<file path="src/rtl/stl_pkg.sv">
// Package: token kinds, error codes, scan modes and shared types for the lexer.
`timescale 1ns / 1ps
package stl_pkg;

    localparam int unsigned MAX_TEXT_LEN_DEF  = 255;
    localparam int unsigned KEYWORD_CHARS_DEF = 9;
    localparam int unsigned QUEUE_DEPTH       = 2;

    localparam logic [5:0] K_PLUS          = 6'd0;
    localparam logic [5:0] K_INCREMENT     = 6'd1;
    localparam logic [5:0] K_MINUS         = 6'd2;
    localparam logic [5:0] K_DECREMENT     = 6'd3;
    localparam logic [5:0] K_INVERSE       = 6'd4;
    localparam logic [5:0] K_NOT_EQ        = 6'd5;
    localparam logic [5:0] K_NOT_EQ_STRICT = 6'd6;
    localparam logic [5:0] K_DIV           = 6'd7;
    localparam logic [5:0] K_LINE_COMMENT  = 6'd8;
    localparam logic [5:0] K_BLOCK_COMMENT = 6'd9;
    localparam logic [5:0] K_STAR          = 6'd10;
    localparam logic [5:0] K_COMMA         = 6'd11;
    localparam logic [5:0] K_LPAREN        = 6'd12;
    localparam logic [5:0] K_RPAREN        = 6'd13;
    localparam logic [5:0] K_SEMI          = 6'd14;
    localparam logic [5:0] K_LBRACE        = 6'd15;
    localparam logic [5:0] K_COLON         = 6'd16;
    localparam logic [5:0] K_LSQ           = 6'd17;
    localparam logic [5:0] K_RSQ           = 6'd18;
    localparam logic [5:0] K_RBRACE        = 6'd19;
    localparam logic [5:0] K_DOT           = 6'd20;
    localparam logic [5:0] K_ASSIGN        = 6'd21;
    localparam logic [5:0] K_EQ            = 6'd22;
    localparam logic [5:0] K_EQ_STRICT     = 6'd23;
    localparam logic [5:0] K_LT            = 6'd24;
    localparam logic [5:0] K_GT            = 6'd25;
    localparam logic [5:0] K_LE            = 6'd26;
    localparam logic [5:0] K_GE            = 6'd27;
    localparam logic [5:0] K_AND           = 6'd28;
    localparam logic [5:0] K_OR            = 6'd29;
    localparam logic [5:0] K_STRING        = 6'd30;
    localparam logic [5:0] K_NUMBER        = 6'd31;
    localparam logic [5:0] K_WORD          = 6'd32;
    localparam logic [5:0] K_IF            = 6'd33;
    localparam logic [5:0] K_FOR           = 6'd34;
    localparam logic [5:0] K_WHILE         = 6'd35;
    localparam logic [5:0] K_ELSE          = 6'd36;
    localparam logic [5:0] K_NAN           = 6'd37;
    localparam logic [5:0] K_FUNCTION      = 6'd38;
    localparam logic [5:0] K_UNDEFINED     = 6'd39;
    localparam logic [5:0] K_NULL          = 6'd40;
    localparam logic [5:0] K_THIS          = 6'd41;
    localparam logic [5:0] K_NEW           = 6'd42;
    localparam logic [5:0] K_RETURN        = 6'd43;
    localparam logic [5:0] K_TYPEOF        = 6'd44;
    localparam logic [5:0] K_BOOLEAN       = 6'd45;

    localparam logic [1:0] E_NONE      = 2'd0;
    localparam logic [1:0] E_UNTERM    = 2'd1;
    localparam logic [1:0] E_NO_PAREN  = 2'd2;
    localparam logic [1:0] E_TWO_POINT = 2'd3;

    typedef enum logic [4:0] {
        M_IDLE, M_PLUS, M_MINUS, M_BANG, M_BANG_EQ, M_SLASH, M_LINE, M_BLOCK,
        M_BLOCK_STAR, M_EQ, M_LT, M_GT, M_AMP, M_BAR, M_STR, M_NUM, M_WORD,
        M_WAIT_IF, M_WAIT_FOR, M_WAIT_WHILE
    } t_mode;

    typedef struct packed {
        logic [5:0]  kind;
        logic [7:0]  len;
        logic [31:0] start;
        logic [1:0]  err;
    } t_token;

    // Tokens completed by one source byte: one or two.
    typedef struct packed {
        logic       two;
        t_token     tok1;
        t_token     tok0;
    } t_bundle;

    typedef struct packed {
        logic    push;
        t_bundle data;
    } t_push;

endpackage

</file>
<file path="src/rtl/stl_if.sv">
// Interfaces: byte input channel and token output channel.
`timescale 1ns / 1ps
interface stl_in_if;
    logic       valid;
    logic       ready;
    logic [7:0] char_code;
    logic       end_of_text;
    modport source (output valid, output char_code, output end_of_text, input ready);
    modport sink (input valid, input char_code, input end_of_text, output ready);
endinterface

interface stl_out_if;
    logic        valid;
    logic        ready;
    logic [5:0]  token_kind;
    logic [7:0]  text_length;
    logic [31:0] start_offset;
    logic [1:0]  error_code;
    logic        last_of_run;
    modport source (output valid, output token_kind, output text_length,
                    output start_offset, output error_code, output last_of_run,
                    input ready);
    modport sink (input valid, input token_kind, input text_length,
                  input start_offset, input error_code, input last_of_run,
                  output ready);
endinterface

</file>
<file path="src/rtl/stl_front.sv">
// Front end: scanner FSM, one byte per cycle when accepted, builds token bundles.
`timescale 1ns / 1ps
module stl_front #(
    parameter int unsigned MAX_TEXT_LEN  = stl_pkg::MAX_TEXT_LEN_DEF,
    parameter int unsigned KEYWORD_CHARS = stl_pkg::KEYWORD_CHARS_DEF
) (
    input  logic           i_clk,
    input  logic           i_rst_n,
    input  logic           i_accept,
    input  logic [7:0]     i_char,
    input  logic           i_end,
    output stl_pkg::t_push o_push
);
    import stl_pkg::*;

    localparam int unsigned LEN_CAP = (MAX_TEXT_LEN < 255) ? MAX_TEXT_LEN : 255;
    localparam int unsigned KW_W    = $clog2(KEYWORD_CHARS);

    t_mode       r_mode, n_mode;
    logic [7:0]  r_len, n_len;
    logic [31:0] r_start, n_start;
    logic [31:0] r_pos, n_pos;
    logic [7:0]  r_quote, n_quote;
    logic        r_point, n_point;
    logic [2:0]  r_eq, n_eq;
    logic [7:0]  r_buf [KEYWORD_CHARS];

    logic            buf_we;
    logic [KW_W-1:0] buf_idx;
    t_token          tok [2];
    logic [1:0]      ntok;
    logic            redo;
    logic [5:0]      kw;
    logic [7:0]      len_up;
    logic            c_digit, c_alpha, c_wordch;
    logic [7:0]      c;

    assign c       = i_char;
    assign c_digit = (c >= "0") && (c <= "9");
    assign c_alpha = ((c >= "a") && (c <= "z")) || ((c >= "A") && (c <= "Z"));
    assign c_wordch = c_digit || c_alpha || (c == "_");
    assign len_up  = (r_len < 8'(LEN_CAP)) ? r_len + 8'd1 : r_len;

    // Keyword table: parallel compare on the buffered word.
    always_comb begin
        kw = K_WORD;
        if (r_len == 8'd2 && r_buf[0] == "i" && r_buf[1] == "f") begin
            kw = K_IF;
        end else if (r_len == 8'd3 && r_buf[0] == "f" && r_buf[1] == "o" && r_buf[2] == "r") begin
            kw = K_FOR;
        end else if (r_len == 8'd5 && r_buf[0] == "w" && r_buf[1] == "h" && r_buf[2] == "i"
                     && r_buf[3] == "l" && r_buf[4] == "e") begin
            kw = K_WHILE;
        end else if (r_len == 8'd4 && r_buf[0] == "e" && r_buf[1] == "l" && r_buf[2] == "s"
                     && r_buf[3] == "e") begin
            kw = K_ELSE;
        end else if (r_len == 8'd3 && r_buf[0] == "N" && r_buf[1] == "a" && r_buf[2] == "N") begin
            kw = K_NAN;
        end else if (r_len == 8'd8 && r_buf[0] == "f" && r_buf[1] == "u" && r_buf[2] == "n"
                     && r_buf[3] == "c" && r_buf[4] == "t" && r_buf[5] == "i"
                     && r_buf[6] == "o" && r_buf[7] == "n") begin
            kw = K_FUNCTION;
        end else if (r_len == 8'd9 && r_buf[0] == "u" && r_buf[1] == "n" && r_buf[2] == "d"
                     && r_buf[3] == "e" && r_buf[4] == "f" && r_buf[5] == "i"
                     && r_buf[6] == "n" && r_buf[7] == "e" && r_buf[8] == "d") begin
            kw = K_UNDEFINED;
        end else if (r_len == 8'd4 && r_buf[0] == "n" && r_buf[1] == "u" && r_buf[2] == "l"
                     && r_buf[3] == "l") begin
            kw = K_NULL;
        end else if (r_len == 8'd4 && r_buf[0] == "t" && r_buf[1] == "h" && r_buf[2] == "i"
                     && r_buf[3] == "s") begin
            kw = K_THIS;
        end else if (r_len == 8'd3 && r_buf[0] == "n" && r_buf[1] == "e" && r_buf[2] == "w") begin
            kw = K_NEW;
        end else if (r_len == 8'd6 && r_buf[0] == "r" && r_buf[1] == "e" && r_buf[2] == "t"
                     && r_buf[3] == "u" && r_buf[4] == "r" && r_buf[5] == "n") begin
            kw = K_RETURN;
        end else if (r_len == 8'd6 && r_buf[0] == "t" && r_buf[1] == "y" && r_buf[2] == "p"
                     && r_buf[3] == "e" && r_buf[4] == "o" && r_buf[5] == "f") begin
            kw = K_TYPEOF;
        end else if ((r_len == 8'd4 && r_buf[0] == "t" && r_buf[1] == "r" && r_buf[2] == "u"
                      && r_buf[3] == "e")
                  || (r_len == 8'd5 && r_buf[0] == "f" && r_buf[1] == "a" && r_buf[2] == "l"
                      && r_buf[3] == "s" && r_buf[4] == "e")) begin
            kw = K_BOOLEAN;
        end
    end

    always_comb begin
        n_mode  = r_mode;
        n_len   = r_len;
        n_start = r_start;
        n_pos   = r_pos;
        n_quote = r_quote;
        n_point = r_point;
        n_eq    = r_eq;
        buf_we  = 1'b0;
        buf_idx = r_len[KW_W-1:0];
        tok[0]  = '0;
        tok[1]  = '0;
        ntok    = 2'd0;
        redo    = 1'b0;
        if (i_accept) begin
            if (i_end) begin
                unique case (r_mode)
                    M_PLUS:    begin tok[0] = '{K_PLUS, 8'd0, r_start, E_NONE}; ntok = 2'd1; end
                    M_MINUS:   begin tok[0] = '{K_MINUS, 8'd0, r_start, E_NONE}; ntok = 2'd1; end
                    M_BANG:    begin tok[0] = '{K_INVERSE, 8'd0, r_start, E_NONE}; ntok = 2'd1; end
                    M_BANG_EQ: begin tok[0] = '{K_NOT_EQ, 8'd0, r_start, E_NONE}; ntok = 2'd1; end
                    M_SLASH:   begin tok[0] = '{K_DIV, 8'd1, r_start, E_NONE}; ntok = 2'd1; end
                    M_LINE: begin
                        tok[0] = '{K_LINE_COMMENT, r_len, r_start, E_NONE};
                        ntok = 2'd1;
                    end
                    M_BLOCK, M_BLOCK_STAR: begin
                        tok[0] = '{K_BLOCK_COMMENT, r_len, r_start, E_NONE};
                        ntok = 2'd1;
                    end
                    M_EQ: begin
                        if (r_eq == 3'd1) begin
                            tok[0] = '{K_ASSIGN, 8'd1, r_start, E_NONE}; ntok = 2'd1;
                        end else if (r_eq == 3'd2) begin
                            tok[0] = '{K_EQ, 8'd2, r_start, E_NONE}; ntok = 2'd1;
                        end else if (r_eq == 3'd3) begin
                            tok[0] = '{K_EQ_STRICT, 8'd3, r_start, E_NONE}; ntok = 2'd1;
                        end
                    end
                    M_LT:  begin tok[0] = '{K_LT, 8'd1, r_start, E_NONE}; ntok = 2'd1; end
                    M_GT:  begin tok[0] = '{K_GT, 8'd1, r_start, E_NONE}; ntok = 2'd1; end
                    M_AMP: begin tok[0] = '{K_AND, 8'd1, r_start, E_NONE}; ntok = 2'd1; end
                    M_BAR: begin tok[0] = '{K_OR, 8'd1, r_start, E_NONE}; ntok = 2'd1; end
                    M_STR: begin tok[0] = '{K_STRING, r_len, r_start, E_UNTERM}; ntok = 2'd1; end
                    M_NUM: begin tok[0] = '{K_NUMBER, r_len, r_start, E_NONE}; ntok = 2'd1; end
                    M_WORD: begin
                        tok[0] = '{kw, r_len, r_start,
                                   (kw == K_IF || kw == K_FOR || kw == K_WHILE)
                                   ? E_NO_PAREN : E_NONE};
                        ntok = 2'd1;
                    end
                    M_WAIT_IF:    begin tok[0] = '{K_IF, r_len, r_start, E_NO_PAREN}; ntok = 2'd1; end
                    M_WAIT_FOR:   begin tok[0] = '{K_FOR, r_len, r_start, E_NO_PAREN}; ntok = 2'd1; end
                    M_WAIT_WHILE: begin tok[0] = '{K_WHILE, r_len, r_start, E_NO_PAREN}; ntok = 2'd1; end
                    default: ;
                endcase
                n_mode  = M_IDLE;
                n_pos   = '0;
                n_start = '0;
                n_len   = '0;
                n_point = 1'b0;
                n_eq    = '0;
            end else begin
                unique case (r_mode)
                    M_IDLE: redo = 1'b1;
                    M_PLUS, M_MINUS: begin
                        if (c == " ") begin
                        end else if (c == ((r_mode == M_PLUS) ? "+" : "-")) begin
                            tok[0] = '{(r_mode == M_PLUS) ? K_INCREMENT : K_DECREMENT,
                                       8'd0, r_start, E_NONE};
                            ntok = 2'd1;
                            n_mode = M_IDLE;
                        end else begin
                            tok[0] = '{(r_mode == M_PLUS) ? K_PLUS : K_MINUS,
                                       8'd0, r_start, E_NONE};
                            ntok = 2'd1;
                            redo = 1'b1;
                        end
                    end
                    M_BANG: begin
                        if (c == "=") begin
                            n_mode = M_BANG_EQ;
                        end else begin
                            tok[0] = '{K_INVERSE, 8'd0, r_start, E_NONE}; ntok = 2'd1;
                            redo = 1'b1;
                        end
                    end
                    M_BANG_EQ: begin
                        if (c == "=") begin
                            tok[0] = '{K_NOT_EQ_STRICT, 8'd0, r_start, E_NONE}; ntok = 2'd1;
                            n_mode = M_IDLE;
                        end else begin
                            tok[0] = '{K_NOT_EQ, 8'd0, r_start, E_NONE}; ntok = 2'd1;
                            redo = 1'b1;
                        end
                    end
                    M_SLASH: begin
                        if (c == "/") begin
                            n_mode = M_LINE; n_len = 8'd2;
                        end else if (c == "*") begin
                            n_mode = M_BLOCK; n_len = 8'd2;
                        end else begin
                            tok[0] = '{K_DIV, 8'd1, r_start, E_NONE}; ntok = 2'd1;
                            redo = 1'b1;
                        end
                    end
                    M_LINE: begin
                        if (c == 8'h0a) begin
                            tok[0] = '{K_LINE_COMMENT, r_len, r_start, E_NONE}; ntok = 2'd1;
                            redo = 1'b1;
                        end else begin
                            n_len = len_up;
                        end
                    end
                    M_BLOCK: begin
                        n_len = len_up;
                        if (c == "*") n_mode = M_BLOCK_STAR;
                    end
                    M_BLOCK_STAR: begin
                        if (c == "/") begin
                            tok[0] = '{K_BLOCK_COMMENT, r_len, r_start, E_NONE}; ntok = 2'd1;
                            n_mode = M_IDLE;
                        end else begin
                            n_len = len_up;
                            if (c != "*") n_mode = M_BLOCK;
                        end
                    end
                    M_EQ: begin
                        if (c == "=") begin
                            if (r_eq < 3'd4) n_eq = r_eq + 3'd1;
                        end else begin
                            if (r_eq == 3'd1) begin
                                tok[0] = '{K_ASSIGN, 8'd1, r_start, E_NONE}; ntok = 2'd1;
                            end else if (r_eq == 3'd2) begin
                                tok[0] = '{K_EQ, 8'd2, r_start, E_NONE}; ntok = 2'd1;
                            end else if (r_eq == 3'd3) begin
                                tok[0] = '{K_EQ_STRICT, 8'd3, r_start, E_NONE}; ntok = 2'd1;
                            end
                            redo = 1'b1;
                        end
                    end
                    M_LT, M_GT: begin
                        if (c == "=") begin
                            tok[0] = '{(r_mode == M_LT) ? K_LE : K_GE, 8'd2, r_start, E_NONE};
                            ntok = 2'd1;
                            n_mode = M_IDLE;
                        end else begin
                            tok[0] = '{(r_mode == M_LT) ? K_LT : K_GT, 8'd1, r_start, E_NONE};
                            ntok = 2'd1;
                            redo = 1'b1;
                        end
                    end
                    M_AMP, M_BAR: begin
                        if (c == ((r_mode == M_AMP) ? "&" : "|")) begin
                            tok[0] = '{(r_mode == M_AMP) ? K_AND : K_OR, 8'd2, r_start, E_NONE};
                            ntok = 2'd1;
                            n_mode = M_IDLE;
                        end else begin
                            tok[0] = '{(r_mode == M_AMP) ? K_AND : K_OR, 8'd1, r_start, E_NONE};
                            ntok = 2'd1;
                            redo = 1'b1;
                        end
                    end
                    M_STR: begin
                        if (c == r_quote || c == 8'h0a) begin
                            tok[0] = '{K_STRING, r_len, r_start,
                                       (c == 8'h0a) ? E_UNTERM : E_NONE};
                            ntok = 2'd1;
                            n_mode = M_IDLE;
                        end else begin
                            n_len = len_up;
                        end
                    end
                    M_NUM: begin
                        if (c_digit) begin
                            n_len = len_up;
                        end else if (c == ".") begin
                            if (r_point) begin
                                tok[0] = '{K_NUMBER, r_len, r_start, E_TWO_POINT};
                                ntok = 2'd1;
                                n_mode = M_IDLE;
                            end else begin
                                n_point = 1'b1;
                                n_len = len_up;
                            end
                        end else begin
                            tok[0] = '{K_NUMBER, r_len, r_start, E_NONE}; ntok = 2'd1;
                            redo = 1'b1;
                        end
                    end
                    M_WORD: begin
                        if (c_wordch) begin
                            buf_we = (r_len < 8'(KEYWORD_CHARS));
                            n_len = len_up;
                        end else if (kw == K_IF || kw == K_FOR || kw == K_WHILE) begin
                            // Word ends: a keyword that needs '(' waits through spaces.
                            if (c == " ") begin
                                n_mode = (kw == K_IF) ? M_WAIT_IF
                                       : (kw == K_FOR) ? M_WAIT_FOR : M_WAIT_WHILE;
                            end else begin
                                tok[0] = '{kw, r_len, r_start,
                                           (c == "(") ? E_NONE : E_NO_PAREN};
                                ntok = 2'd1;
                                redo = 1'b1;
                            end
                        end else begin
                            tok[0] = '{kw, r_len, r_start, E_NONE}; ntok = 2'd1;
                            n_mode = M_IDLE;
                            redo = !(kw == K_ELSE || kw == K_RETURN || kw == K_TYPEOF);
                        end
                    end
                    M_WAIT_IF, M_WAIT_FOR, M_WAIT_WHILE: begin
                        if (c != " ") begin
                            tok[0] = '{(r_mode == M_WAIT_IF) ? K_IF
                                       : (r_mode == M_WAIT_FOR) ? K_FOR : K_WHILE,
                                       r_len, r_start, (c == "(") ? E_NONE : E_NO_PAREN};
                            ntok = 2'd1;
                            redo = 1'b1;
                        end
                    end
                    default: redo = 1'b1;
                endcase

                // Byte starts a new token from idle.
                if (redo) begin
                    n_mode  = M_IDLE;
                    n_start = r_pos;
                    n_len   = '0;
                    case (c)
                        "+": n_mode = M_PLUS;
                        "-": n_mode = M_MINUS;
                        "!": n_mode = M_BANG;
                        "/": n_mode = M_SLASH;
                        "=": begin n_mode = M_EQ; n_eq = 3'd1; end
                        "<": n_mode = M_LT;
                        ">": n_mode = M_GT;
                        "&": n_mode = M_AMP;
                        "|": n_mode = M_BAR;
                        "'", "\"": begin n_mode = M_STR; n_quote = c; end
                        "*", ",", "(", ")", ";", "{", ":", "[", "]", "}", ".": begin
                            tok[ntok[0]].start = r_pos;
                            tok[ntok[0]].len   = 8'd0;
                            tok[ntok[0]].err   = E_NONE;
                            case (c)
                                "*": tok[ntok[0]].kind = K_STAR;
                                ",": tok[ntok[0]].kind = K_COMMA;
                                "(": tok[ntok[0]].kind = K_LPAREN;
                                ")": tok[ntok[0]].kind = K_RPAREN;
                                ";": tok[ntok[0]].kind = K_SEMI;
                                "{": tok[ntok[0]].kind = K_LBRACE;
                                ":": tok[ntok[0]].kind = K_COLON;
                                "[": tok[ntok[0]].kind = K_LSQ;
                                "]": tok[ntok[0]].kind = K_RSQ;
                                "}": tok[ntok[0]].kind = K_RBRACE;
                                default: tok[ntok[0]].kind = K_DOT;
                            endcase
                            ntok = ntok + 2'd1;
                        end
                        default: begin
                            if (c_digit) begin
                                n_mode = M_NUM; n_point = 1'b0; n_len = 8'd1;
                            end else if (c_alpha || c == "_") begin
                                n_mode = M_WORD; n_len = 8'd1;
                                buf_we = 1'b1; buf_idx = '0;
                            end
                        end
                    endcase
                end
                n_pos = r_pos + 32'd1;
            end
        end
    end

    always_ff @(posedge i_clk) begin
        if (!i_rst_n) begin
            r_mode  <= M_IDLE;
            r_len   <= '0;
            r_start <= '0;
            r_pos   <= '0;
            r_quote <= '0;
            r_point <= 1'b0;
            r_eq    <= '0;
        end else begin
            r_mode  <= n_mode;
            r_len   <= n_len;
            r_start <= n_start;
            r_pos   <= n_pos;
            r_quote <= n_quote;
            r_point <= n_point;
            r_eq    <= n_eq;
        end
    end

    always_ff @(posedge i_clk) begin
        if (buf_we) r_buf[buf_idx] <= c;
    end

    assign o_push.push      = (ntok != 2'd0);
    assign o_push.data.two  = ntok[1];
    assign o_push.data.tok0 = tok[0];
    assign o_push.data.tok1 = tok[1];

endmodule

</file>
<file path="src/rtl/stl_queue.sv">
// Two-entry queue of token bundles between scanner and output stage.
`timescale 1ns / 1ps
module stl_queue (
    input  logic             i_clk,
    input  logic             i_rst_n,
    input  stl_pkg::t_push   i_push,
    input  logic             i_pop,
    output logic             o_full,
    output logic             o_empty,
    output stl_pkg::t_bundle o_head
);
    import stl_pkg::*;

    localparam int unsigned PW = $clog2(QUEUE_DEPTH);

    t_bundle       r_mem [QUEUE_DEPTH];
    logic [PW-1:0] r_wp, n_wp, r_rp, n_rp;
    logic [PW:0]   r_cnt, n_cnt;
    logic          push, pop;

    assign push    = i_push.push;
    assign pop     = i_pop && !o_empty;
    assign o_full  = (r_cnt == (PW+1)'(QUEUE_DEPTH));
    assign o_empty = (r_cnt == '0);
    assign o_head  = r_mem[r_rp];

    always_comb begin
        n_wp  = push ? r_wp + PW'(1) : r_wp;
        n_rp  = pop ? r_rp + PW'(1) : r_rp;
        n_cnt = r_cnt + (PW+1)'(push) - (PW+1)'(pop);
    end

    always_ff @(posedge i_clk) begin
        if (!i_rst_n) begin
            r_wp  <= '0;
            r_rp  <= '0;
            r_cnt <= '0;
        end else begin
            r_wp  <= n_wp;
            r_rp  <= n_rp;
            r_cnt <= n_cnt;
        end
    end

    always_ff @(posedge i_clk) begin
        if (push) r_mem[r_wp] <= i_push.data;
    end

    a_no_overflow: assert property (@(posedge i_clk) disable iff (!i_rst_n)
        i_push.push |-> !o_full) else $error("bundle pushed into full queue");
    a_no_underflow: assert property (@(posedge i_clk) disable iff (!i_rst_n)
        i_pop |-> !o_empty) else $error("pop from empty queue");
    a_count_range: assert property (@(posedge i_clk) disable iff (!i_rst_n)
        r_cnt <= (PW+1)'(QUEUE_DEPTH)) else $error("queue count out of range");

endmodule

</file>
<file path="src/rtl/stl_back.sv">
// Back end: splits each bundle into single token transactions.
`timescale 1ns / 1ps
module stl_back (
    input  logic             i_clk,
    input  logic             i_rst_n,
    input  logic             i_empty,
    input  stl_pkg::t_bundle i_head,
    output logic             o_pop,
    stl_out_if.source        o_out
);
    import stl_pkg::*;

    logic   r_sel, n_sel;
    logic   last;
    t_token cur;

    assign cur  = r_sel ? i_head.tok1 : i_head.tok0;
    assign last = r_sel || !i_head.two;

    assign o_out.valid        = !i_empty;
    assign o_out.token_kind   = cur.kind;
    assign o_out.text_length  = cur.len;
    assign o_out.start_offset = cur.start;
    assign o_out.error_code   = cur.err;
    assign o_out.last_of_run  = last;

    assign o_pop = o_out.valid && o_out.ready && last;

    always_comb begin
        n_sel = r_sel;
        if (o_out.valid && o_out.ready) n_sel = !last;
    end

    always_ff @(posedge i_clk) begin
        if (!i_rst_n) begin
            r_sel <= 1'b0;
        end else begin
            r_sel <= n_sel;
        end
    end

endmodule

</file>
<file path="src/rtl/script_token_lexer.sv">
// Top level: script tokenizer, byte stream in, token stream out.
//
// Usage:
//   i_in  carries one source byte per transaction (char_code) with an
//         end_of_text flag; an end-of-text transaction flushes any pending
//         token, ignores its byte and restarts the byte offset at zero.
//   o_out carries one token per transaction: kind, text length
//         (saturating), start offset, error code and last_of_run, set on
//         the final token caused by one input transaction.
// Throughput: one byte per cycle while the queue has room; a byte that
//   completes two tokens leaves as two o_out transactions (one port).
// Output: a completed token is written into the bundle queue and is
//   presented on o_out from the queue head, behind any earlier bundles.
// Stall: a two-entry bundle queue sits between scanner and output; when
//   the receiver holds ready low the queue fills and i_in.ready drops
//   after two pending bundles. The scanner never stalls mid-byte.
// Reset: synchronous, active low; scanner returns to idle with offset
//   zero and the queue empties. No clearing pass is needed.
`timescale 1ns / 1ps
module script_token_lexer #(
    parameter int unsigned MAX_TEXT_LEN  = stl_pkg::MAX_TEXT_LEN_DEF,
    parameter int unsigned KEYWORD_CHARS = stl_pkg::KEYWORD_CHARS_DEF
) (
    input  logic       i_clk,
    input  logic       i_rst_n,
    stl_in_if.sink     i_in,
    stl_out_if.source  o_out
);
    import stl_pkg::*;

    t_push   push;
    t_bundle head;
    logic    full, empty, pop, accept;

    // Ready depends only on queue room, not on the output side.
    assign i_in.ready = !full;
    assign accept     = i_in.valid && !full;

    stl_front #(
        .MAX_TEXT_LEN  (MAX_TEXT_LEN),
        .KEYWORD_CHARS (KEYWORD_CHARS)
    ) u_front (
        .i_clk    (i_clk),
        .i_rst_n  (i_rst_n),
        .i_accept (accept),
        .i_char   (i_in.char_code),
        .i_end    (i_in.end_of_text),
        .o_push   (push)
    );

    stl_queue u_queue (
        .i_clk   (i_clk),
        .i_rst_n (i_rst_n),
        .i_push  (push),
        .i_pop   (pop),
        .o_full  (full),
        .o_empty (empty),
        .o_head  (head)
    );

    stl_back u_back (
        .i_clk   (i_clk),
        .i_rst_n (i_rst_n),
        .i_empty (empty),
        .i_head  (head),
        .o_pop   (pop),
        .o_out   (o_out)
    );

endmodule
</file>
<file path="src/flat_wrapper.sv">
// flat-port wrapper written by rule: the top's interface ports become plain ports
module script_token_lexer_flat import stl_pkg::*;
#(
    parameter int unsigned MAX_TEXT_LEN  = stl_pkg::MAX_TEXT_LEN_DEF,
    parameter int unsigned KEYWORD_CHARS = stl_pkg::KEYWORD_CHARS_DEF
)
  (i_clk, i_rst_n, i_in_valid, i_in_char_code, i_in_end_of_text, i_in_ready, o_out_valid, o_out_token_kind, o_out_text_length, o_out_start_offset, o_out_error_code, o_out_last_of_run, o_out_ready);
  stl_in_if i_in_i ();
  stl_out_if o_out_i ();
  input  logic i_clk;
  input  logic i_rst_n;
  input wire logic [$bits(i_in_i.valid)-1:0] i_in_valid;
  input wire logic [$bits(i_in_i.char_code)-1:0] i_in_char_code;
  input wire logic [$bits(i_in_i.end_of_text)-1:0] i_in_end_of_text;
  output wire logic [$bits(i_in_i.ready)-1:0] i_in_ready;
  output wire logic [$bits(o_out_i.valid)-1:0] o_out_valid;
  output wire logic [$bits(o_out_i.token_kind)-1:0] o_out_token_kind;
  output wire logic [$bits(o_out_i.text_length)-1:0] o_out_text_length;
  output wire logic [$bits(o_out_i.start_offset)-1:0] o_out_start_offset;
  output wire logic [$bits(o_out_i.error_code)-1:0] o_out_error_code;
  output wire logic [$bits(o_out_i.last_of_run)-1:0] o_out_last_of_run;
  input wire logic [$bits(o_out_i.ready)-1:0] o_out_ready;
  assign i_in_i.valid = i_in_valid;
  assign i_in_i.char_code = i_in_char_code;
  assign i_in_i.end_of_text = i_in_end_of_text;
  assign i_in_ready = i_in_i.ready;
  assign o_out_valid = o_out_i.valid;
  assign o_out_token_kind = o_out_i.token_kind;
  assign o_out_text_length = o_out_i.text_length;
  assign o_out_start_offset = o_out_i.start_offset;
  assign o_out_error_code = o_out_i.error_code;
  assign o_out_last_of_run = o_out_i.last_of_run;
  assign o_out_i.ready = o_out_ready;
  script_token_lexer #(.MAX_TEXT_LEN(MAX_TEXT_LEN), .KEYWORD_CHARS(KEYWORD_CHARS)) u_core (.i_clk(i_clk), .i_rst_n(i_rst_n), .i_in(i_in_i), .o_out(o_out_i));
endmodule
</file>
<file path="config.mk">
export PLATFORM = sky130hd
export DESIGN_NAME = script_token_lexer_flat
export DESIGN_NICKNAME = d
export VERILOG_FILES = /design/src/rtl/stl_pkg.sv /design/src/rtl/stl_if.sv /design/src/rtl/stl_front.sv /design/src/rtl/stl_queue.sv /design/src/rtl/stl_back.sv /design/src/rtl/script_token_lexer.sv /design/src/flat_wrapper.sv
export SDC_FILE = /design/constraint.sdc
export NUM_CORES = 1
export LEC_CHECK = 0
export ABC_CLOCK_PERIOD_IN_PS = 9620
export BUFFER_PORTS_ARGS = -buffer_cell sky130_fd_sc_hd__buf_2
export CAP_MARGIN = 20
export CELL_PAD_IN_SITES_DETAIL_PLACEMENT = 1
export CELL_PAD_IN_SITES_GLOBAL_PLACEMENT = 1
export CORE_ASPECT_RATIO = 0.5
export CORE_UTILIZATION = 52
export CTS_BUF_LIST = sky130_fd_sc_hd__clkbuf_2 sky130_fd_sc_hd__clkbuf_4 sky130_fd_sc_hd__clkbuf_8
export DETAILED_ROUTE_END_ITERATION = 16
export GPL_TIMING_DRIVEN = 0
export PLACE_DENSITY_LB_ADDON = 0.1
export RECOVER_POWER = 50
export SLEW_MARGIN = 5
export SYNTH_ARGS = -nofsm -noshare
export SYNTH_HDL_FRONTEND = slang
export SYNTH_SLANG_ARGS = --single-unit
</file>
<file path="constraint.sdc">
create_clock -name i_clk -period 9.62 [get_ports i_clk]
set_clock_uncertainty 0.05 [all_clocks]
set_input_delay 0.481 -clock i_clk [delete_from_list [all_inputs] [get_ports i_clk]]
set_output_delay 0.481 -clock i_clk [all_outputs]
set_load 0.01 [all_outputs]
</file>
== Word-level counts from Yosys, hierarchy flattened ==
Memory sizes are Yosys's and may differ from the RTL's. A register that Yosys moved wholly into a read port is not among the register bits.
Index checks and enable logic that the tools add are counted.

* Bits in writable memories: 266
* Word-level logic and storage cells: 476
* Output and inout port bits: 51
* Input bits: 13
* Memories: 2
* Register bits: 94

* Mux-type cells: 197
* Reductions and logical operators: 111
* Order comparisons: 11
* Equal/unequal tests: 134
* Bitwise logic cells: 2
* Add/sub/neg operators: 8

{| class="wikitable"
|+ Memories
! name !! depth !! bits a word !! rd ports !! clocked after memory_dff !! write ports !! RTL line !! text
|-
| u_core.u_queue.r_mem || 2 || 97 || 1 || 1 || 1 || stl_queue.sv:16 || <nowiki>t_bundle r_mem [QUEUE_DEPTH];</nowiki>
|-
| u_core.u_front.r_buf || 9 || 8 || 9 || 0 || 1 || stl_front.sv:26 || <nowiki>logic [7:0] r_buf [KEYWORD_CHARS];</nowiki>
|}

{| class="wikitable"
|+ Operators by type and width
! cell !! count
|-
| $bwmux W96 || 14
|-
| $pmux W96 S10 || 1
|-
| $pmux W48 S18 || 1
|-
| $mux W48 || 13
|-
| $pmux W48 S13 || 1
|-
| $eq A8 B7 Y1 const B || 54
|-
| $mux W96 || 3
|-
| $mux W47 || 5
|-
| $demux W48 S1 || 4
|-
| $mux W44 || 4
|-
| $eq A8 B6 Y1 const B || 18
|-
| $mux W45 || 3
|-
| $mux W5 || 21
|-
| $mux W32 || 3
|-
| $mux W8 || 12
|-
| $mux W46 || 2
|-
| $mux W4 || 19
|-
| $logic_and A1 B1 Y1 || 73
|-
| $ne A4 B4 Y1 const B || 14
|-
| $pmux W8 S7 || 1
|-
| $mux W1 || 55
|-
| $pmux W5 S11 || 1
|-
| $pmux W5 S10 || 1
|-
| $mux W42 || 1
|-
| other kinds (60) || 139
|}

== Logic depth before layout (Yosys ltp) ==
Gate-level depths: netlist (run 1).
An unclocked memory read counts as a cell.

* Depth after elaboration: 43
* Depth in mapped cells: 21
* Depth with buffers taken out: 19

== Modules after synthesis ==
From an unflattened synthesis (run 1), not the netlist that was laid out.

* Cells, all modules: 1526
* Area total of the unflattened synthesis: 17917.2 sq um

{| class="wikitable"
|+ By module, submodules not included
! module !! cells an instance !! sequential area each (sq um) !! area each (sq um) !! instances
|-
| stl_front || 1138 || 3943.8 || 9803.2 || 1
|-
| stl_queue || 325 || 5925.7 || 7358.3 || 1
|-
| stl_back || 61 || 20.0 || 745.7 || 1
|-
| script_token_lexer || 2 || 0.0 || 10.0 || 1
|}

== Worst setup path after synthesis (run 1) ==
No wires, ideal clock.

* Kind: input to register
* From: input port i_in_char_code[6]
* To: memory u_core.u_queue.r_mem[1][0] (netlist name), enable pin
* Data required time: 9009 ps
* Path buffers: 2
* Setup slack: 1349 ps
* Arrival: 7661 ps
* Cell stages on the path: 13
* Setup time: 561 ps
* Cells stage by stage: buf_2 > or4b_1 > clkbuf_1 > or3_1 > o21a_1 > a21o_1 > or2_2 > nor4_4 > inv_1 > ha_1 > nor2_1 > a221o_1 > a21oi_1

* Longest elaborated chain between the ends: 17
* Elaborated cells on any way between the ends: 74
* Classes of those cells: add/sub: 1; order compare: 6; eq/ne: 20; mux: 38; reduce/logical: 9

{| class="wikitable"
|+ RTL lines
! what !! RTL line !! text
|-
| from (decl) || flat_wrapper.sv:13 || <nowiki>input wire logic [$bits(i_in_i.char_code)-1:0] i_in_char_code;</nowiki>
|-
| $ge A8 B7 Y1 / $le A8 B7 Y1 (equally long branches) || stl_front.sv:40 || <nowiki>assign c_alpha = ((c >= "a") && (c <= "z")) || ((c >= "A") && (c <= "Z"));</nowiki>
|-
| $logic_and A1 B1 Y1 || stl_front.sv:40 ||
|-
| $logic_or A1 B1 Y1 || stl_front.sv:40 ||
|-
| $logic_or A1 B1 Y1 (2 in series) || stl_front.sv:41 || <nowiki>assign c_wordch = c_digit || c_alpha || (c == "_");</nowiki>
|-
| $mux W2 || stl_front.sv:280 || <nowiki>if (c_wordch) begin</nowiki>
|-
| $pmux W2 S11 || stl_front.sv:152 || <nowiki>unique case (r_mode)</nowiki>
|-
| $mux W2 || stl_front.sv:104 || <nowiki>if (i_end) begin</nowiki>
|-
| $mux W2 || stl_front.sv:103 || <nowiki>if (i_accept) begin</nowiki>
|-
| $add A2 B1 Y2 || stl_front.sv:345 || <nowiki>ntok = ntok + 2'd1;</nowiki>
|-
| $mux W2 || stl_front.sv:317 || <nowiki>case (c)</nowiki>
|-
| $mux W2 * || stl_front.sv:313 || <nowiki>if (redo) begin</nowiki>
|-
| $mux W2 * || stl_front.sv:104 ||
|-
| $mux W2 * || stl_front.sv:103 ||
|-
| $reduce_bool A2 Y1 * || stl_front.sv:386 || <nowiki>assign o_push.push = (ntok != 2'd0);</nowiki>
|-
| $mux W1 * || stl_queue.sv:46 || <nowiki>if (push) r_mem[r_wp] <= i_push.data;</nowiki>
|-
| $mux W1 (not written as such) * || stl_queue.sv:46 ||
|-
| to (decl) || stl_queue.sv:16 ||
|}

Mark *: on every way between the ends. The rest lies on a longest branch, timed or not. The select of a mux whose other input is x is not followed.

== Worst setup path after layout (run 1) ==
* From: input port i_in_char_code[5]
* To: memory u_core.u_queue.r_mem[0][38] (netlist name), enable pin

The elaborated chain is that of the path after synthesis.

==> flow_summary_export.csv, run 1 <==
group,metric,value,unit
critical_path,r2r_end,"u_core.u_queue.r_mem[0][38]$_DFFE_PP_",
global_routing,grt_first_pass_wirelength,89900,um
sta,holdWs,0.269,ns
sta,slew_viol_final,0,
clock_tree,post_cts_buffers,0,
critical_path,cp_max_fo,25,
critical_path,crit_buf_inv,6,
floorplan,die_w,255,um
critical_path,crit_type,"in -> reg",
power_and_ir_drop,swShare,0.278,
clock_tree,clock_sinks,339,
power_and_ir_drop,pwr-share-clk,0.370,
power_and_ir_drop,leakage,5.83,nW
layout,stdcell_area,18600,um^2
yosys,synthArstFlopShare,0,
sta,post-route-min-period,6.86,ns
global_routing,grt_usage,0.367,
floorplan,die_y,129,um
layout,area_growth,11.3,%
critical_path,timing.rr.start,"u_core.u_front.r_len[5]$_SDFFE_PN0P_",
clock_tree,cts_tree,"yes",
placed_design,globalplace.congestion,0.974,
critical_path,crit_path_end_kind,"register",
floorplan,core_area,30900,um^2
worst_hold_path,worstHoldStart,"o_out_ready",
clock_tree,cts_max_path_buffers,3,
floorplan,dieArea,32800,um^2
floorplan,start_util,0.540,
route,wl_per_cell,28.4,um
global_routing,antenna_found_initial,1,
layout,diodes,0,
power_and_ir_drop,vdd_drop_max,0.000187,V
flow_run,max_cap_viol_count,0,
clock_tree,cts.clk_slew.worst_paths,0.07,ns
yosys,syn_nets,1522,
clock_tree,cts-resized-gates,0,
layout,final.fill_count,3308,
critical_path,cp.arrival,7.11,ns
yosys,synth_edf_count,244,
route,drtIter0Drc,1483,
layout,drive_above_1_share,0.105,
route,routed_wl,59000,um
power_and_ir_drop,power,3.32,mW
power_and_ir_drop,power.switching,0.924,mW
route,viasPerCell,6.72,
worst_hold_path,min_to,"u_core.u_back.r_sel$_SDFFE_PN0P_",
clock_tree,cts_made_buffers,48,
sta,finalSetupViolCount,0,
sta,hold_viol_final,0,
critical_path,rr_worst_depth,15,
power_and_ir_drop,comb_power_share,0.136,
yosys,syn_inst,1497,
yosys,ys_dominant_reg_cell,"edfxtp_1",
critical_path,cpLargestDelayFamily,"simple AND/OR/NAND/NOR gates",
critical_path,r2r_setup_slack,3.23,ns
power_and_ir_drop,powerDensity,179,nW/um^2
layout,seq_area,9230,um^2
sta,setup_slack,2.76,ns
clock_tree,htreeDepth,2,
floorplan,rows,45,
layout,multi_input_area,6890,um^2
sta,fmax,146,MHz
route,ant_nets,0,
critical_path,crit_slowest_cell,"nor4_1",
placed_design,post-place-ws,3.04,ns
yosys,synth_area_per_cell,11.1,um^2
global_routing,groute.layer.met3.usage,0.0829,
clock_tree,clk-insertion-delay-late,0.62,ns
yosys,synth_warnings,0,
global_routing,grt_max_degree,28,
global_routing,top_usage_layer,"met2",
worst_hold_path,hold_class,"in -> reg",
layout,final_cell_mix,"edfxtp_1, nor2_1, clkbuf_1",
clock_tree,ctsHoldBuffers,0,
placed_design,placed_cells,1989,
power_and_ir_drop,seq_power_share,0.494,
sta,final.period_utilization,0.713,
layout,nNetsFinal,1641,
sta,setup_tns,0,ns
yosys,syn_area,16700,um^2
yosys,ys_seq_area_frac,0.553,
critical_path,cp-start-kind,"primary input",
layout,instances_no_fill,2078,
critical_path,crit_top_cell,"clkbuf_1",
yosys,yosys_register_bits,339,
critical_path,max_stage_delay,0.80,ns
sta,rsz0062_at_grt,"no",
layout,final_common_cell,"edfxtp_1",
placed_design,place_hpwl,38600,um
layout,utilization,0.601,
sta,tightest_slew,1.36,ns
critical_path,cp.required,9.87,ns
global_routing,use_met2,0.603,
worst_hold_path,whs_path_depth,4,
placed_design,postPlaceCellArea,17700,um^2
route,vias,13963,
clock_tree,cts_root_buffer,"clkbuf_8",
placed_design,io_buffers,61,
power_and_ir_drop,internal-power,2.39,mW
critical_path,crit_chain,"clkbuf_1 > clkbuf_1 > nor4b_1 > clkbuf_1 > nand2_1 > o21ai_0 > o31ai_1 > nor4_1 > o31ai_1 > clkbuf_1 > a221o_1 > and2_1 > nor2_4 > buf_16 > buf_16",
route,drc,0,
route,first_pass_iters,5,
global_routing,first_global_vias,14556,
sta,max-slew-margin-rel,0.0865,
global_routing,grt_use_met1,0.473,
floorplan,io_pins,64,
yosys,synth_cell_types,77,
global_routing,grt_remaining_overflow,0,
run_status,status,"complete, no violations",
-- logic make-up (layout without fill, tap and decap cells) --
group                    Yosys count  after routing  share of synthesized area
flip-flops                       339            339                      0.553
AND/OR/NAND/NOR                  622            622                      0.206
multiplexers                      58             58                     0.0627
adder cells (fa/ha/maj)           12             12                    0.00900
XOR/XNOR                          33             33                     0.0173
buffers and inverters            131            289                     0.0323
AO/OA/AOI/OAI                    302            302                      0.119
-- registers in the layout, indices dropped and copies added, names as in the netlist, named ones only --
register / flops
u_core.u_front.r_len: 8
u_core.u_front.r_start: 32
u_core.u_queue.r_rp: 1
u_core.u_back.r_sel: 1
u_core.u_front.r_point: 1
u_core.u_queue.r_wp: 1
u_core.u_front.r_mode: 5
u_core.u_front.r_eq: 3
u_core.u_queue.r_cnt: 2
u_core.u_front.r_quote: 8
u_core.u_front.r_buf: 72
u_core.u_queue.r_mem: 172
u_core.u_front.r_pos: 32
-- how the worst max path moves through the flow --
stage	slack, ns	depth (start not counted)	startpoint	endpoint
floorplan	1.35	13	i_in_char_code[6]	u_core.u_queue.r_mem[1][0]$_DFFE_PP_
global placement	-2.12	12	i_in_char_code[5]	u_core.u_queue.r_mem[1][0]$_DFFE_PP_
detailed placement	3.04	15	i_in_char_code[5]	u_core.u_queue.r_mem[0][0]$_DFFE_PP_
CTS	3.56	15	u_core.u_front.r_len[5]$_SDFFE_PN0P_	u_core.u_queue.r_mem[0][38]$_DFFE_PP_
global route	2.65	15	i_in_char_code[5]	u_core.u_queue.r_mem[0][38]$_DFFE_PP_
finish	2.76	15	i_in_char_code[5]	u_core.u_queue.r_mem[0][38]$_DFFE_PP_
-- metal layers --
layer / share of wire / routed length (um)
met1: 0.41 / 24100
met2: 0.47 / 27700
met3: 0.084 / 4960
met5: 0 / 0
met4: 0.038 / 2250
-- synthesized netlist by cell type (all sizes together), types with 7 or more instances --
library cell  number  area, um^2
nand3b            18         135
nor4              25         171
a31oi             17         106
clkbuf            78         293
nand2             95         357
nor2b             10        62.6
dfxtp             95        1900
or4               15         116
nor3              34         170
and3              22         138
or3b               9        78.8
a21oi             75         417
nand3             39         195
nor4bb            14         140
nor4b             10        93.8
edfxtp           244        7330
nand2b            26         163
mux4              37         833
nand4b            11        96.3
inv               26        97.6
xnor2             19         166
mux2i             19         190
buf               26         145
a22o              17         149
nor2             168         631
nand4             34         213
ha                12         150
a22oi             35         263
or3               14        87.6
o21ai             85         437
a21o               7        52.6
and2              46         290
xor2              14         123
and4b              9        90.1
-- power by group through the flow --
| stage | combinational, mW | clock (mW) | sequential [mW] |
|---|---|---|---|
| finish | 0.452 | 1.23 | 1.64 |
| global route | 0.479 | 1.29 | 1.64 |
| CTS | 0.460 | 1.24 | 1.64 |
| detailed placement | 0.448 | 0 | 1.67 |
| global placement | 0.420 | 0 | 1.67 |
| floorplan | 0.271 | 0 | 1.66 |
-- layout make-up --
cell class	instances	area share
inverters	27	0.00546
repair buffers	69	0.0212
plain buffers	104	0.0220
well taps	423	0.0285
clock inverters	8	0.00303
multi-input cells	1027	0.371
flip-flops and latches	339	0.497
clock buffers	81	0.0516
-- tightest hold or removal path, delay by kind of cell --
family | cells | cell delay [ns]
AO/OA/AOI/OAI | 1 | 0.09
buffers and inverters | 1 | 0.11
AND/OR/NAND/NOR | 2 | 0.22
No activity file was read; power rests on OpenSTA's default activity.
==> run 2: changes to the inputs <==
--- a/config.mk
+++ b/config.mk
@@ -5,7 +5,7 @@
 export SDC_FILE = /design/constraint.sdc
 export NUM_CORES = 1
 export LEC_CHECK = 0
-export ABC_CLOCK_PERIOD_IN_PS = 9620
+export ABC_CLOCK_PERIOD_IN_PS = 6600
 export BUFFER_PORTS_ARGS = -buffer_cell sky130_fd_sc_hd__buf_2
 export CAP_MARGIN = 20
 export CELL_PAD_IN_SITES_DETAIL_PLACEMENT = 1
==> constraint.sdc (replaced) <==
create_clock -name i_clk -period 6.6 [get_ports i_clk]
set_clock_uncertainty 0.05 [all_clocks]
set_input_delay 0.33 -clock i_clk [delete_from_list [all_inputs] [get_ports i_clk]]
set_output_delay 0.33 -clock i_clk [all_outputs]
set_load 0.01 [all_outputs]
==> run 2 against run 1 <==
Cell area hardly changed. Sequential cell count stayed put. Sequential power is 46% higher. Non-clock buffer count stayed put. Routed wire length is 4.5% lower. Register-to-register slack worse by 2.7 ns. Cell count hardly changed. Critical path depth is 1 lower. Count of clock-buffer cells in the layout is 11 lower. Critical path type unchanged. Highest routed layer is now met5.
==> flow_summary_export.csv, run 2 (synthesized netlist as in run 1, its figures left out) <==
group,metric,value,unit
route,drc,0,
route,first_pass_iters,5,
clock_tree,clock_sinks,339,
layout,drive_above_1_share,0.102,
sta,post-route-min-period,6.22,ns
sta,fmax,161,MHz
critical_path,crit_buf_inv,5,
layout,diodes,0,
critical_path,cp_max_fo,11,
layout,area_growth,11.4,%
flow_run,max_cap_viol_count,0,
critical_path,rr_worst_depth,11,
layout,top_register,"u_core.u_queue.r_mem",
route,wl_per_cell,27.1,um
sta,max-slew-margin-rel,0.0452,
layout,largest_register_ffs,172,
critical_path,crit_cells,14,
route,viasPerCell,6.53,
clock_tree,clk-insertion-delay-late,0.62,ns
worst_hold_path,whs_path_depth,4,
critical_path,cp.required,7.07,ns
clock_tree,cts.clk_slew.worst_paths,0.08,ns
placed_design,io_buffers,61,
critical_path,cp.arrival,6.69,ns
sta,tightest_slew,1.42,ns
layout,nNetsFinal,1640,
floorplan,dieArea,32800,um^2
sta,final.period_utilization,0.942,
critical_path,cp-start-kind,"primary input",
route,routed_wl,56300,um
route,drtIter0Drc,1282,
global_routing,grt_max_degree,29,
layout,final_cell_mix,"edfxtp_1, nor2_1, clkbuf_1",
sta,holdWs,0.106,ns
global_routing,grt_first_pass_wirelength,85700,um
layout,stdcell_area,18600,um^2
clock_tree,htreeDepth,2,
worst_hold_path,worstHoldStart,"o_out_ready",
critical_path,timing.rr.start,"u_core.u_front.r_len[5]$_SDFFE_PN0P_",
global_routing,grt_usage,0.347,
power_and_ir_drop,vdd_drop_max,0.000269,V
sta,rsz0062_at_grt,"no",
power_and_ir_drop,leakage,5.83,nW
sta,hold_viol_final,0,
placed_design,placed_cells,1988,
power_and_ir_drop,powerDensity,260,nW/um^2
critical_path,crit_start,"i_in_char_code[5]",
sta,slew_viol_final,0,
global_routing,first_global_vias,14251,
clock_tree,cts_tree,"yes",
critical_path,crit_chain,"clkbuf_1 > clkbuf_1 > nor4b_1 > buf_2 > nand2_1 > o21ai_0 > o31ai_1 > nor4_1 > o31ai_1 > buf_2 > o21ai_0 > buf_2 > a22oi_1 > nor2_1",
floorplan,start_util,0.540,
global_routing,grt_remaining_overflow,0,
worst_hold_path,hold_class,"in -> reg",
route,vias,13569,
floorplan,die_w,255,um
placed_design,globalplace.congestion,1.00,
critical_path,crit_top_cell,"buf_2",
clock_tree,cts-resized-gates,0,
clock_tree,cts_max_path_buffers,3,
critical_path,cpLargestDelayFamily,"compound AO/OA/AOI/OAI gates",
clock_tree,cts_root_buffer,"clkbuf_8",
clock_tree,ctsHoldBuffers,0,
floorplan,core_area,30900,um^2
layout,top_regs,"u_core.u_queue.r_mem x172, u_core.u_front.r_buf x72",
sta,finalSetupViolCount,0,
critical_path,crit_type,"in -> reg",
run_status,status,"complete, no violations",
critical_path,max_stage_delay,1.10,ns
critical_path,crit_path_end_kind,"register",
clock_tree,post_cts_buffers,0,
placed_design,place_hpwl,39000,um
route,ant_nets,0,
critical_path,crit_slowest_cell,"o21ai_0",
clock_tree,cts_made_buffers,47,
global_routing,antenna_found_initial,1,
floorplan,rows,45,
floorplan,die_y,129,um
layout,final_common_cell,"edfxtp_1",
placed_design,postPlaceCellArea,17700,um^2
layout,instances_no_fill,2077,
floorplan,io_pins,64,
run 2: area by class of cell:
type | count | area (um^2)
Clock buffer | 70 | 870
Fill cell | 3263 | 12300
Tap cell | 423 | 529
Clock inverter | 18 | 149
Sequential cell | 339 | 9230
Timing Repair Buffer | 69 | 395
Inverter | 27 | 101
Buffer | 104 | 418
Multi-Input combinational cell | 1027 | 6890
run 2: worst min-delay path: cells and delay by family:
family	cells	cell delay, ns
and+or+nand+nor	2	0.18
AOI/OAI and AO/OA	1	0.10
buffers and inverters	1	0.10
run 2: path summary, 6_finish.rpt:
path,end,slack [ns]
worst min register to register,u_core.u_front.r_quote[3]$_SDFFE_PN0P_,0.45
worst max register to register,u_core.u_front.r_buf[8][0]$_DFFE_PP_,0.54
worst max-delay path,u_core.u_front.r_start[28]$_SDFFE_PN0P_,0.38
worst min-delay path,u_core.u_back.r_sel$_SDFFE_PN0P_,0.11
run 2: metrics by stage:
step           setup WS, ns  setup TNS (ns)  power [mW]  utilization
3_5_place_dp          0.372               0        3.08        0.572
2_1_floorplan         0.143               0        2.82            -
5_1_grt               0.235               0        4.96        0.601
4_1_cts               0.671               0        4.85        0.605
6_report              0.381               0        4.83        0.601
3_3_place_gp          -2.51         -409.33        3.04        0.567
run 2: routing by layer:
layer	GRT usage	vias to the layer above	wire, um
met2	0.582	647	26700
li1	-	5927	-
met4	0.127	2	1900
met1	0.445	6825	23500
met5	0	-	18
met3	0.0769	168	4200
run 2: power breakdown:
group	switching (mW)	internal [mW]
logic	0.428	0.216
registers	0.0326	2.35
clock network	0.866	0.932
==> run 3: changes to the inputs <==
--- a/config.mk
+++ b/config.mk
@@ -5,13 +5,14 @@
 export SDC_FILE = /design/constraint.sdc
 export NUM_CORES = 1
 export LEC_CHECK = 0
+export ABC_AREA = 1
 export ABC_CLOCK_PERIOD_IN_PS = 6600
 export BUFFER_PORTS_ARGS = -buffer_cell sky130_fd_sc_hd__buf_2
 export CAP_MARGIN = 20
 export CELL_PAD_IN_SITES_DETAIL_PLACEMENT = 1
 export CELL_PAD_IN_SITES_GLOBAL_PLACEMENT = 1
 export CORE_ASPECT_RATIO = 0.5
-export CORE_UTILIZATION = 52
+export CORE_UTILIZATION = 49
 export CTS_BUF_LIST = sky130_fd_sc_hd__clkbuf_2 sky130_fd_sc_hd__clkbuf_4 sky130_fd_sc_hd__clkbuf_8
 export DETAILED_ROUTE_END_ITERATION = 16
 export GPL_TIMING_DRIVEN = 0
==> run 3 against run 2 <==
Combinational power rose to 4.5 times the previous value. Non-clock buffer count fell by 16. Die area rose by 9.3%. Via count rose by 13%. Worst setup slack improved by 0.79 ns. Critical path type is now reg -> reg. Clock power barely moved. Sequential power rose by 20%. Power rose by 56%. Largest cell class unchanged. Critical path depth rose by 5. Largest power group unchanged.
==> flow_summary_export.csv, run 3 <==
group,metric,value,unit
sta,post-route-min-period,5.43,ns
yosys,synth_commonest_cells,"nand2_1, nor2_1, edfxtp_1",
placed_design,post-place-ws,1.96,ns
clock_tree,cts_root_buffer,"clkbuf_8",
power_and_ir_drop,internal-power,4.41,mW
global_routing,antenna_found_initial,0,
floorplan,io_pins,64,
layout,drive_above_1_share,0.0794,
power_and_ir_drop,pwr-share-clk,0.238,
yosys,yosysTopAreaCell,"edfxtp_1",
sta,setup_slack,1.17,ns
yosys,ys_seq_area_frac,0.537,
yosys,ys_top_cells_by_area,"edfxtp_1, dfxtp_1, nand2_1",
sta,hold_viol_final,0,
flow_run,max_cap_viol_count,0,
floorplan,rows,48,
yosys,syn_inst,2025,
layout,top_register,"u_core.u_queue.r_mem",
clock_tree,cts_max_path_buffers,3,
clock_tree,clock_sinks,339,
floorplan,die_w,267,um
yosys,synth_cell_types,61,
clock_tree,post_cts_buffers,0,
critical_path,r2r_end,"u_core.u_queue.r_mem[0][64]$_DFFE_PP_",
route,drtIter0Drc,1209,
global_routing,grt_usage,0.324,
clock_tree,cts.clk_slew.worst_paths,0.07,ns
global_routing,first_global_vias,15797,
power_and_ir_drop,comb_power_share,0.381,
clock_tree,cts-resized-gates,0,
sta,rsz0062_at_grt,"no",
yosys,syn_nets,2050,
sta,finalSetupViolCount,0,
yosys,synthMostInstantiatedCell,"nand2_1",
yosys,synth_edf_count,244,
floorplan,core_area,34500,um^2
power_and_ir_drop,swShare,0.414,
critical_path,r2r_setup_slack,1.17,ns
placed_design,globalplace.congestion,0.978,
run_status,status,"complete, no violations",
critical_path,cp-start-kind,"register",
sta,max-slew-margin-rel,0.158,
critical_path,crit_path_end,"u_core.u_queue.r_mem[0][64]$_DFFE_PP_",
yosys,synth_warnings,0,
yosys,synthArstFlopShare,0,
placed_design,place_hpwl,42300,um
power_and_ir_drop,leakage,7.04,nW
yosys,yosys_register_bits,339,
sta,slew_viol_final,0,
route,viasPerCell,5.75,
clock_tree,cts_made_buffers,48,
global_routing,grt_max_degree,29,
critical_path,cp.arrival,5.69,ns
clock_tree,cts_tree,"yes",
sta,setup_tns,0,ns
route,wl_per_cell,21.6,um
sta,tightest_slew,1.25,ns
floorplan,start_util,0.498,
layout,diodes,0,
power_and_ir_drop,powerDensity,393,nW/um^2
critical_path,cp.required,6.87,ns
layout,final_cell_mix,"nand2_1, nor2_1, edfxtp_1",
critical_path,crit_type,"reg -> reg",
layout,utilization,0.555,
layout,nNetsFinal,2176,
floorplan,dieArea,35900,um^2
floorplan,die_y,134,um
route,routed_wl,57700,um
clock_tree,htreeDepth,2,
power_and_ir_drop,power.switching,3.12,mW
yosys,syn_area,17200,um^2
layout,instances_no_fill,2666,
layout,final_common_cell,"nand2_1",
critical_path,rr_worst_depth,19,
yosys,ys_dominant_reg_cell,"edfxtp_1",
global_routing,grt_first_pass_wirelength,88800,um
critical_path,crit_start,"u_core.u_front.r_len[0]$_SDFFE_PN0P_",
power_and_ir_drop,power,7.53,mW
critical_path,crit_path_end_kind,"register",
global_routing,grt_remaining_overflow,0,
layout,area_growth,11.4,%
clock_tree,clk-insertion-delay-late,0.63,ns
placed_design,io_buffers,62,
power_and_ir_drop,seq_power_share,0.381,
yosys,synth_area_per_cell,8.49,um^2
clock_tree,ctsHoldBuffers,1,
layout,top_regs,"u_core.u_queue.r_mem x172, u_core.u_front.r_buf x72",
yosys,synth_top_area_frac,0.426,
worst_hold_path,hold_class,"in -> reg",
sta,fmax,184,MHz
placed_design,postPlaceCellArea,18300,um^2
critical_path,cp_max_fo,26,
route,ant_nets,0,
placed_design,placed_cells,2575,
route,first_pass_iters,5,
layout,stdcell_area,19200,um^2
route,drc,0,
layout,largest_register_ffs,172,
critical_path,timing.rr.start,"u_core.u_front.r_len[0]$_SDFFE_PN0P_",
power_and_ir_drop,vdd_drop_max,0.000186,V
sta,final.period_utilization,0.822,
route,vias,15330,
sta,holdWs,0.150,ns
run 3: cell types whose count changed after synthesis, moves of 44 or more:
cell     before  now
o21ai_0      81  147
nand3_1      39  106
inv_1        26  194
a21oi_1      64  152
and2_1       45    1
nand2_1      95  342
nor2_1      168  329
run 3: layout make-up:
class	instances	area, um^2
fill	4258	15400
clock inverter	19	151
tap	475	594
sequential	339	9230
timing repair buffer	76	435
clock buffer	71	877
inverter	220	828
buffer	81	343
multi-input combinational	1385	6700
run 3: routing by layer:
layer	wire length, um	part of all wire	global-route usage	up-vias
li1	-	-	-	7188
met1	25000	0.43	0.422	7575
met2	27600	0.48	0.551	441
met3	3110	0.054	0.0501	126
met4	1870	0.032	0.116	0
met5	0	0	0	-
run 3: worst max-delay path: stages (launching register included):
cell and delay [ns]:
dfxtp_1 0.51, inv_1 0.25, ha_1 0.29, nand3_1 0.10, nor2_1 0.12, nand3_1 0.13
nor2_1 0.06, nand4_1 0.10, nand2_1 0.07, nor2_1 0.20, nand4_1 0.41, nand2_1 0.53
clkinvlp_2 0.56, nor2_8 0.41, nand2_1 0.19, inv_1 0.15, a21oi_2 0.07, nor2_4 0.42
buf_12 0.26, buf_12 0.22
run 3: power by group through the flow:
stage	sequential [mW]	combinational, mW	clock, mW
6_report	2.87	2.87	1.79
2_1_floorplan	2.91	1.82	0
3_5_place_dp	2.91	2.96	0
5_1_grt	2.90	3.11	1.89
4_1_cts	2.87	2.98	1.81
3_3_place_gp	2.88	2.86	0
run 3: worst min-delay path by stage:
stage | from | end | slack [ns] | cells past startpoint
floorplan | u_core.u_queue.r_rp$_SDFFE_PN0P_ | register | 0.38 | 1
global placement | u_core.u_queue.r_rp$_SDFFE_PN0P_ | register | 0.39 | 1
detailed placement | u_core.u_front.r_quote[4]$_SDFFE_PN0P_ | u_core.u_front.r_quote[4]$_SDFFE_PN0P_ | 0.41 | 2
CTS | i_in_char_code[0] | u_core.u_front.r_buf[0][0]$_DFFE_PP_ | 0.03 | 1
global route | i_in_valid | u_core.u_front.r_pos[17]$_SDFFE_PN0P_ | 0.19 | 5
finish | i_in_char_code[0] | u_core.u_front.r_buf[0][0]$_DFFE_PP_ | 0.15 | 1
run 3: kinds of logic after synthesis:
kind of cell               after synthesis  share of synthesized area
buffers and inverters                  301                     0.0698
DFF                                    339                      0.537
xor gates and xnor gates                11                    0.00560
AOI/OAI and AO/OA                      413                      0.133
and+or+nand+nor                        949                      0.246
adders and majority gates               12                    0.00873
